`src/rtl/llba_pkg.sv`:
```
`timescale 1ns / 1ps

package llba_pkg;

  localparam int unsigned CFG_IDX_W  = 4;
  localparam int unsigned CFG_DATA_W = 16;
  localparam int unsigned WEIGHT_W   = 16;
  localparam int unsigned BIN_NUM_W  = 7;
  localparam int unsigned LOAD_W     = 32;

  localparam logic [CFG_IDX_W-1:0] REG_NUM_BINS     = 4'd0;
  localparam logic [CFG_IDX_W-1:0] REG_SPREAD_LIMIT = 4'd1;

  typedef enum logic [2:0] {
    ST_CLEAR,
    ST_IDLE,
    ST_SCAN,
    ST_WRITE,
    ST_SPAN
  } state_t;

endpackage

```
`src/rtl/least_loaded_bin_assigner_core.sv`:
```
`timescale 1ns / 1ps

// Least-loaded bin assigner. Each item carries a weight and a batch_end flag and
// is taken on a clock edge with start high and busy low. The block reads the
// loads of bins 1..n (n from num_bins, 0 taken as 1, capped at NUM_BINS_MAX) out
// of a one-port-read, one-port-write load memory, one per cycle, picks the
// smallest (lowest number on a tie), adds the weight with saturation and writes
// it back. One result word per item: done pulses for one cycle with bin_number,
// batch_done and balanced; the receiver cannot stall it.
// For an ordinary item the block scans the n loads, writes the new load back
// and then pulses done; busy is low again in that same cycle, and the next word
// is taken only after that, so the read loop sets how long each item takes.
// On a batch_end item the block reads all n loads a second time for the min/max
// spread, then pulses done and sweeps zeros through all NUM_BINS_MAX entries,
// one per cycle, staying busy meanwhile.
// Reset (rst, synchronous) loads num_bins = 1, spread_limit = 0 and runs the same
// clearing sweep over all NUM_BINS_MAX entries before the first item is taken.
// Configuration writes (cfg_valid/cfg_ready, cfg_index, cfg_data) are taken at
// any time; unknown indexes are ignored. Write them only while idle.
module least_loaded_bin_assigner_core #(
  parameter int unsigned NUM_BINS_MAX = 64
) (
  input  logic                                 clk,
  input  logic                                 rst,
  input  logic                                 start,
  output logic                                 busy,
  input  logic [llba_pkg::WEIGHT_W-1:0]        weight,
  input  logic                                 batch_end,
  input  logic                                 cfg_valid,
  output logic                                 cfg_ready,
  input  logic [llba_pkg::CFG_IDX_W-1:0]       cfg_index,
  input  logic [llba_pkg::CFG_DATA_W-1:0]      cfg_data,
  output logic                                 done,
  output logic [llba_pkg::BIN_NUM_W-1:0]       bin_number,
  output logic                                 batch_done,
  output logic                                 balanced
);

  localparam int unsigned IDXW = (NUM_BINS_MAX > 1) ? $clog2(NUM_BINS_MAX) : 1;
  localparam int unsigned CNTW = $clog2(NUM_BINS_MAX + 1);
  localparam int unsigned LW   = llba_pkg::LOAD_W;

  llba_pkg::state_t state, state_next;

  logic [LW-1:0]   load_mem [NUM_BINS_MAX];
  logic [LW-1:0]   rd_data;
  logic            mem_we;
  logic [IDXW-1:0] mem_waddr;
  logic [LW-1:0]   mem_wdata;
  logic [IDXW-1:0] mem_raddr;

  logic [llba_pkg::BIN_NUM_W-1:0]  num_bins;
  logic [llba_pkg::WEIGHT_W-1:0]   spread_limit;

  logic [llba_pkg::WEIGHT_W-1:0]   item_weight;
  logic                            item_last;
  logic [CNTW-1:0]                 cnt;
  logic [CNTW-1:0]                 cnt_next;
  logic [CNTW-1:0]                 iss;
  logic                            rv;
  logic [IDXW-1:0]                 ridx;
  logic [IDXW-1:0]                 clr;
  logic [IDXW-1:0]                 best;
  logic [LW-1:0]                   best_load;
  logic [LW-1:0]                   lo;
  logic [LW-1:0]                   hi;
  logic [LW:0]                     sum;
  logic [LW-1:0]                   sat_load;
  logic                            accept;
  logic                            scanning;
  logic                            issue;
  logic                            scan_end;

  assign cfg_ready = 1'b1;
  assign busy      = (state != llba_pkg::ST_IDLE);
  assign accept    = start && !busy;

  // effective bin count: zero acts as one, capped at the memory depth
  always_comb begin
    if (num_bins == '0) begin
      cnt_next = CNTW'(1);
    end else if (32'(num_bins) > 32'(NUM_BINS_MAX)) begin
      cnt_next = CNTW'(NUM_BINS_MAX);
    end else begin
      cnt_next = CNTW'(num_bins);
    end
  end

  assign scanning  = (state == llba_pkg::ST_SCAN) || (state == llba_pkg::ST_SPAN);
  assign issue     = scanning && (iss < cnt);
  assign scan_end  = scanning && !issue && !rv;
  assign mem_raddr = iss[IDXW-1:0];

  assign sum      = {1'b0, best_load} + (LW + 1)'(item_weight);
  assign sat_load = sum[LW] ? '1 : sum[LW-1:0];

  always_ff @(posedge clk) begin
    if (rst) begin
      state <= llba_pkg::ST_CLEAR;
    end else begin
      state <= state_next;
    end
  end

  always_comb begin
    state_next = state;
    mem_we     = 1'b0;
    mem_waddr  = clr;
    mem_wdata  = '0;
    unique case (state)
      llba_pkg::ST_CLEAR: begin
        mem_we = 1'b1;
        if (clr == IDXW'(NUM_BINS_MAX - 1)) begin
          state_next = llba_pkg::ST_IDLE;
        end
      end
      llba_pkg::ST_IDLE: begin
        if (start) begin
          state_next = llba_pkg::ST_SCAN;
        end
      end
      llba_pkg::ST_SCAN: begin
        if (scan_end) begin
          state_next = llba_pkg::ST_WRITE;
        end
      end
      llba_pkg::ST_WRITE: begin
        mem_we    = 1'b1;
        mem_waddr = best;
        mem_wdata = sat_load;
        state_next = item_last ? llba_pkg::ST_SPAN : llba_pkg::ST_IDLE;
      end
      llba_pkg::ST_SPAN: begin
        if (scan_end) begin
          state_next = llba_pkg::ST_CLEAR;
        end
      end
      default: begin
        state_next = llba_pkg::ST_CLEAR;
      end
    endcase
  end

  // load memory, read data registered
  always_ff @(posedge clk) begin
    if (mem_we) begin
      load_mem[mem_waddr] <= mem_wdata;
    end
    rd_data <= load_mem[mem_raddr];
  end

  always_ff @(posedge clk) begin
    if (rst) begin
      num_bins     <= llba_pkg::BIN_NUM_W'(1);
      spread_limit <= '0;
    end else if (cfg_valid && cfg_ready) begin
      if (cfg_index == llba_pkg::REG_NUM_BINS) begin
        num_bins <= cfg_data[llba_pkg::BIN_NUM_W-1:0];
      end else if (cfg_index == llba_pkg::REG_SPREAD_LIMIT) begin
        spread_limit <= cfg_data[llba_pkg::WEIGHT_W-1:0];
      end
    end
  end

  always_ff @(posedge clk) begin
    if (rst) begin
      clr  <= '0;
      iss  <= '0;
      rv   <= 1'b0;
      done <= 1'b0;
    end else begin
      clr  <= (state == llba_pkg::ST_CLEAR) ? clr + 1'b1 : '0;
      iss  <= issue ? iss + 1'b1 : (scanning ? iss : '0);
      rv   <= issue;
      done <= ((state == llba_pkg::ST_WRITE) && !item_last) ||
              ((state == llba_pkg::ST_SPAN) && scan_end);
    end
  end

  always_ff @(posedge clk) begin
    ridx <= mem_raddr;
    if (accept) begin
      item_weight <= weight;
      item_last   <= batch_end;
      cnt         <= cnt_next;
    end
    if ((state == llba_pkg::ST_SCAN) && rv) begin
      // strict less keeps the lowest bin number on a tie
      if ((ridx == '0) || (rd_data < best_load)) begin
        best      <= ridx;
        best_load <= rd_data;
      end
    end
    if ((state == llba_pkg::ST_SPAN) && rv) begin
      if (ridx == '0) begin
        lo <= rd_data;
        hi <= rd_data;
      end else begin
        if (rd_data < lo) begin
          lo <= rd_data;
        end
        if (rd_data > hi) begin
          hi <= rd_data;
        end
      end
    end
    if (state == llba_pkg::ST_WRITE) begin
      bin_number <= llba_pkg::BIN_NUM_W'(32'(best) + 32'd1);
      batch_done <= item_last;
      balanced   <= 1'b0;
    end else if ((state == llba_pkg::ST_SPAN) && scan_end) begin
      balanced <= ((hi - lo) <= LW'(spread_limit));
    end
  end

endmodule

```
`config.mk`:
```
export PLATFORM = sky130hd
export DESIGN_NAME = least_loaded_bin_assigner_core
export DESIGN_NICKNAME = d
export VERILOG_FILES = /design/src/rtl/llba_pkg.sv /design/src/rtl/least_loaded_bin_assigner_core.sv
export SDC_FILE = /design/constraint.sdc
export NUM_CORES = 2
export LEC_CHECK = 0
export CAP_MARGIN = 10
export CORE_AREA = 2 2 604 606
export CTS_BUF_LIST = sky130_fd_sc_hd__clkbuf_16
export CTS_CLUSTER_SIZE = 14
export DETAILED_ROUTE_END_ITERATION = 12
export DIE_AREA = 0 0 606 608
export DONT_BUFFER_PORTS = 1
export GPL_TIMING_DRIVEN = 1
export PLACE_DENSITY = 0.42
export SYNTH_ARGS = -nofsm -noshare
export SYNTH_HDL_FRONTEND = slang
export SYNTH_SLANG_ARGS = --single-unit
```
`constraint.sdc`:
```
create_clock -name clk -period 13.1 [get_ports clk]
set_clock_uncertainty 0.1 [all_clocks]
set_input_delay 2.62 -clock clk [delete_from_list [all_inputs] [get_ports clk]]
set_output_delay 2.62 -clock clk [all_outputs]
set_load 0.01 [all_outputs]
```
; ---- Yosys cells after proc, flatten, opt, wreduce, memory -nomap -nowiden
; Memory sizes are Yosys's and may differ from the RTL's. A register that Yosys moved wholly into a read port is not among the register bits.
; Cells that the tools add are included.
[classes]
mux = 19
magnitude_cmp = 6
add_sub_neg = 5
n_bitwise = 2
eq_ne = 12
n_reduce_logical = 30
[ops]
columns = operator, count
row1 = $mux W32, 6
row2 = $lt A32 B32 Y1, 2
row3 = $add A32 B16 Y33, 1
row4 = $gt A32 B32 Y1, 1
row5 = $le A32 B16 Y1, 1
row6 = $sub A32 B32 Y32, 1
row7 = $mux W7, 3
row8 = $mux W3, 5
row9 = $pmux W3 S5, 1
row10 = $logic_and A1 B1 Y1, 8
row11 = $ne A2 B2 Y1 const B, 4
row12 = $reduce_and A2 Y1, 4
row13 = $add A6 B1 Y7 const B, 1
row14 = $add A7 B1 Y7 const B, 1
row15 = $gt A7 B7 Y1 const B, 1
row16 = $logic_not A7 Y1, 1
row17 = $lt A7 B7 Y1, 1
row18 = $add A6 B1 Y6 const B, 1
row19 = $eq A3 B2 Y1 const B, 2
row20 = $eq A6 B6 Y1 const B, 1
row21 = $logic_not A6 Y1, 1
row22 = $mux W6, 1
row23 = $reduce_or A2 Y1, 3
row24 = $eq A4 B1 Y1 const B, 1
row25 = other kinds (13), 22
[totals]
memories = 1
elab_cells = 94
mem_bits_rw = 2048
register_bits = 182
output_inout_bits = 12
[memory_table]
columns = name, words, width, rd, rd_clocked_by_memory_dff, write_ports, line_no
row1 = load_mem, 64, 32, 1, 1, 1, least_loaded_bin_assigner_core.sv:45  ; logic [LW-1:0] load_mem [NUM_BINS_MAX];

; ---- Logic depth before layout (Yosys ltp)
[logic_depth]
ltp_word = 8
mapped_depth = 21
depth_no_buf = 21

; ---- Worst setup path before layout
; Ideal clock, no wire load.
[synth_timing]
path_type = register -> register
from = register best_load[0]
to = memory load_mem[0][27] (netlist bit), data pin
t_arrival_ns = 5.477
path_stages_with_launch = 13
setup_time_ns = 0.768
period_less_slack_ns = 6.345
slack_ns = 6.755
n_path_buf = 1
path_cell_list = edfxtp_1 > ha_1 > inv_1 > fa_1 > nor2b_1 > o31a_1 > o311ai_0 > a21oi_1 > o2111ai_1 > a21oi_1 > nand3_1 > buf_2 > a311oi_1
[synth_via]
elab_chain_cells = 3
[synth_rtl]
columns = element, line_no
row1 = from (decl), least_loaded_bin_assigner_core.sv:64  ; logic [LW-1:0] best_load;
row2 = from (signal assigned), least_loaded_bin_assigner_core.sv:191  ; best_load <= rd_data;
row3 = $add A32 B16 Y33, least_loaded_bin_assigner_core.sv:94  ; assign sum = {1'b0, best_load} + (LW + 1)'(item_weight);
row4 = $mux W32, least_loaded_bin_assigner_core.sv:95  ; assign sat_load = sum[LW] ? '1 : sum[LW-1:0];
row5 = $mux W32, least_loaded_bin_assigner_core.sv:110  ; unique case (state)
row6 = named net mem_wdata[27], least_loaded_bin_assigner_core.sv:49  ; logic [LW-1:0] mem_wdata;
row7 = to (decl), least_loaded_bin_assigner_core.sv:45
; The timed path passes the listed nets, and every way through them passes these cells.

; ---- Final worst setup path
[layout_timing]
from = register best_load[0]
to = memory load_mem[51][29] (netlist bit), data pin
; The elaborated chain is that of the path after synthesis.

==> results by group <==
Floorplanning
  • Overall die width: 606 um
  • Core Box Area: 362,000 um^2
  • Die Y: 608 um
  • I/O Pins: 53
  • Starting Density: 25.0%
  • DIE AREA: 368,000 um^2
  • Rows: 221

Critical path
  • Setup crit start kind: register
  • CP max stage delay: 0.73 ns
  • R2R Path Start: best_load[0]
  • Critical Path Start: best_load[0]
  • Slowest cell on the critical path: a21oi_1
  • Crit Path Max Fanout: 64
  • CP Cell Sequence: ha_1 -> inv_1 -> fa_1 -> nor2b_1 -> o31a_1 -> o311ai_0 -> a21oi_1 -> o2111ai_1 -> a21oi_1 -> nand3_2 -> buf_4 -> and2_1 -> a311oi_4 -> buf_4
  • Worst Path Buf+Inv: 3
  • Crit path capture type: register
  • Critical Path AT: 5.93 ns
  • CP delay by family, top: compound AO/OA/AOI/OAI gates
  • CP Data Required Time: 13.61 ns
  • Critical path start-end classification: reg2reg

CTS
  • Clock sink total: 2,262
  • Post-CTS sizing: 0
  • Number of hold buffers added after cts: 0
  • Clock Path Buffers: 4
  • Clock Latency Late Sink: 0.91 ns
  • CTS Buf Count: 245
  • Clock slew at reported path FFs: 0.06 ns
  • CTS tree: done
  • Clock root buffer: clkbuf_16
  • # H-tree levels: 4
  • Setup bufs post-CTS: 0

Route
  • Initial DRC count: 4,400
  • Drt via density: 4.67
  • Final wirelength: 278,000 um
  • DRT Pass-1 Iters: 7
  • Remaining antenna violation count: 0
  • Via count: 44,100
  • Routed wire per std cell: 29.5 um
  • # DRC: 0

Cells and area
  • Area grow syn2layout: 17.1%
  • Fill cells: 35,200
  • Share of cells above drive strength 1: 28.2%
  • Final nets: 4,627

Timing
  • Hold_ws: 0.326 ns
  • Max-slew violations: 0
  • Fmax achieved: 184 MHz
  • RSZ-0062 raised after global routing: false
  • Least-Margin Pin Slew: 1.16 ns
  • Final hold violation count: 0
  • Final period util: 41.4%
  • Setup violations, final: 0
  • Tmin final: 5.42 ns
  • Setup TNS: 0 ns
  • Rel. slew slack: 22.3%

Yosys
  • Mapped Cells: 4,215
  • Top_reg_cell synth: edfxtp_1
  • Count of cell types in the netlist: 78
  • Post-Syn Nets: 4,424
  • Sequential cell area fraction in the yosys report: 74.3%
  • Synth top area share: 72.6%
  • Mean post-synth cell area: 21.4 um^2
  • Count leader, synth: edfxtp_1
  • Commonest cells in the netlist: edfxtp_1 (2,182), mux4_2 (672), ha_1 (166), nor2_1 (164), inv_1 (134)
  • Warnings, synthesis: 0
  • Mapped Area: 90,300 um^2
  • Number of synthesized flops with an enable pin: 2,182
  • Synthesized flop and latch total: 2,262
  • Ys async rst share: 0%
  • Yosys top cell by area: edfxtp_1
  • Top cells by area, synth: edfxtp_1 (73%), mux4_2 (17%), ha_1 (2.3%), dfxtp_1 (1.8%), nor2_1 (0.68%)

Power
  • Combinational share of power: 1.5%
  • Switching share of total power: 20.4%
  • Total chip power: 15.1 mW
  • Clock share of power: 46.2%
  • Leakage Power: 37.5 nW
  • Worst VDD drop: 106 uV
  • Pwr/cell area: 143 nW/um^2
  • Seq pwr share: 52.3%
  • Cell internal pwr: 12.0 mW
  • Psw: 3.09 mW

Placement
  • Port Buf Inserts: 0
  • Post-detail-place hpwl: 153,000 um
  • Placer Congestion: 0.753

Min path
  • HP Start: ridx[3]
  • Hold WC Path Type: reg2reg

Status
  • Status: completed

Global route
  • Initial antenna violation count: 22
  • Overflow after GRT: 0
  • Pin count of the biggest net entering global routing: 120
  • First-pass GRT wire length: 383,000 um
  • Global Route Usage Sum: 15.0%
  • Vias in the first global route: 45,500

Run
  • Maxcap violations: 0
==> kinds of logic (layout without fill, tap and decap cells) <==
logic type	Yosys count	count (layout)	share of synthesized area, %
AOI/OAI and AO/OA	288	288	2.14
other	1	13	0.00415
muxes	706	706	17.1
buffers and inverters	317	723	1.33
and+or+nand+nor	425	425	2.24
xor gates and xnor gates	48	48	0.466
adders and majority gates	168	168	2.34
DFF	2262	2262	74.3
==> layout by cell type (no fill, tap or decap), types with 69 or more instances in the layout <==
master / instances
a21oi_1: 85
buf_4: 131
clkbuf_16: 251
dfxtp_1: 74
edfxtp_1: 2182
ha_1: 166
inv_1: 178
mux4_2: 672
nand2_1: 77
nor2_1: 95
nor2_4: 69
==> final timing paths <==
check	slack [ns]	depth (start not counted)	to
max	7.68	14	load_mem[51][29]
min	0.33	0	best[3]
max reg2reg	7.68	14	load_mem[51][29]
min reg2reg	0.33	0	best[3]
==> worst register-to-register path, delay by kind of cell (launching register included) <==
family,cells,cell delay [ns]
buf+inv,3,1.07
compound gates,6,1.93
fa+ha+maj,2,0.62
simple gates,3,0.99
flops,1,0.34
==> power by group through the flow <==
stage	Clock, mW	Combinational [mW]	Sequential, mW
after CTS	7.16	0.228	7.91
final	6.99	0.223	7.91
after global placement	0	0.227	8.07
after floorplan	0	0.113	8.04
after global routing	7.44	0.243	7.91
after detailed placement	0	0.227	8.07
==> state kept, by name, indices dropped and copies added, names as in the netlist, 16 cells and up <==
signal,cells
rd_data,32
lo,32
best_load,32
item_weight,16
load_mem,2048
hi,32
spread_limit,16
==> through the flow <==
step / worst slack, ns / cell area [um^2] / std cells / utilization [%]
floorplan: 6.76 / 90300 / 4215 / -
global placement: 7.64 / 97600 / 8964 / 27.0
detailed placement: 7.59 / 97600 / 8964 / 27.0
CTS: 7.59 / 106000 / 9414 / 29.2
global route: 7.10 / 106000 / 9417 / 29.2
finish: 7.68 / 106000 / 9427 / 29.2
==> per-layer routing <==
metal	part of all wire, %	global-route usage, %
met5	0	0
met4	2.3	3.61
met3	4.3	1.91
met2	49	25.0
met1	44	20.6
==> final cells by class <==
cell class              instances  area (um^2)  area share, %
repair buffers                139         1140           1.08
multi-input cells            1636        22800           21.6
clock buffers                 251         6280           5.94
flip-flops and latches       2262        67100           63.5
inverters                     134          503          0.476
well taps                    4794         6000           5.67
clock inverters               199         1820           1.72
diodes                         12         30.0         0.0284
(Power assumes the default switching activity.)
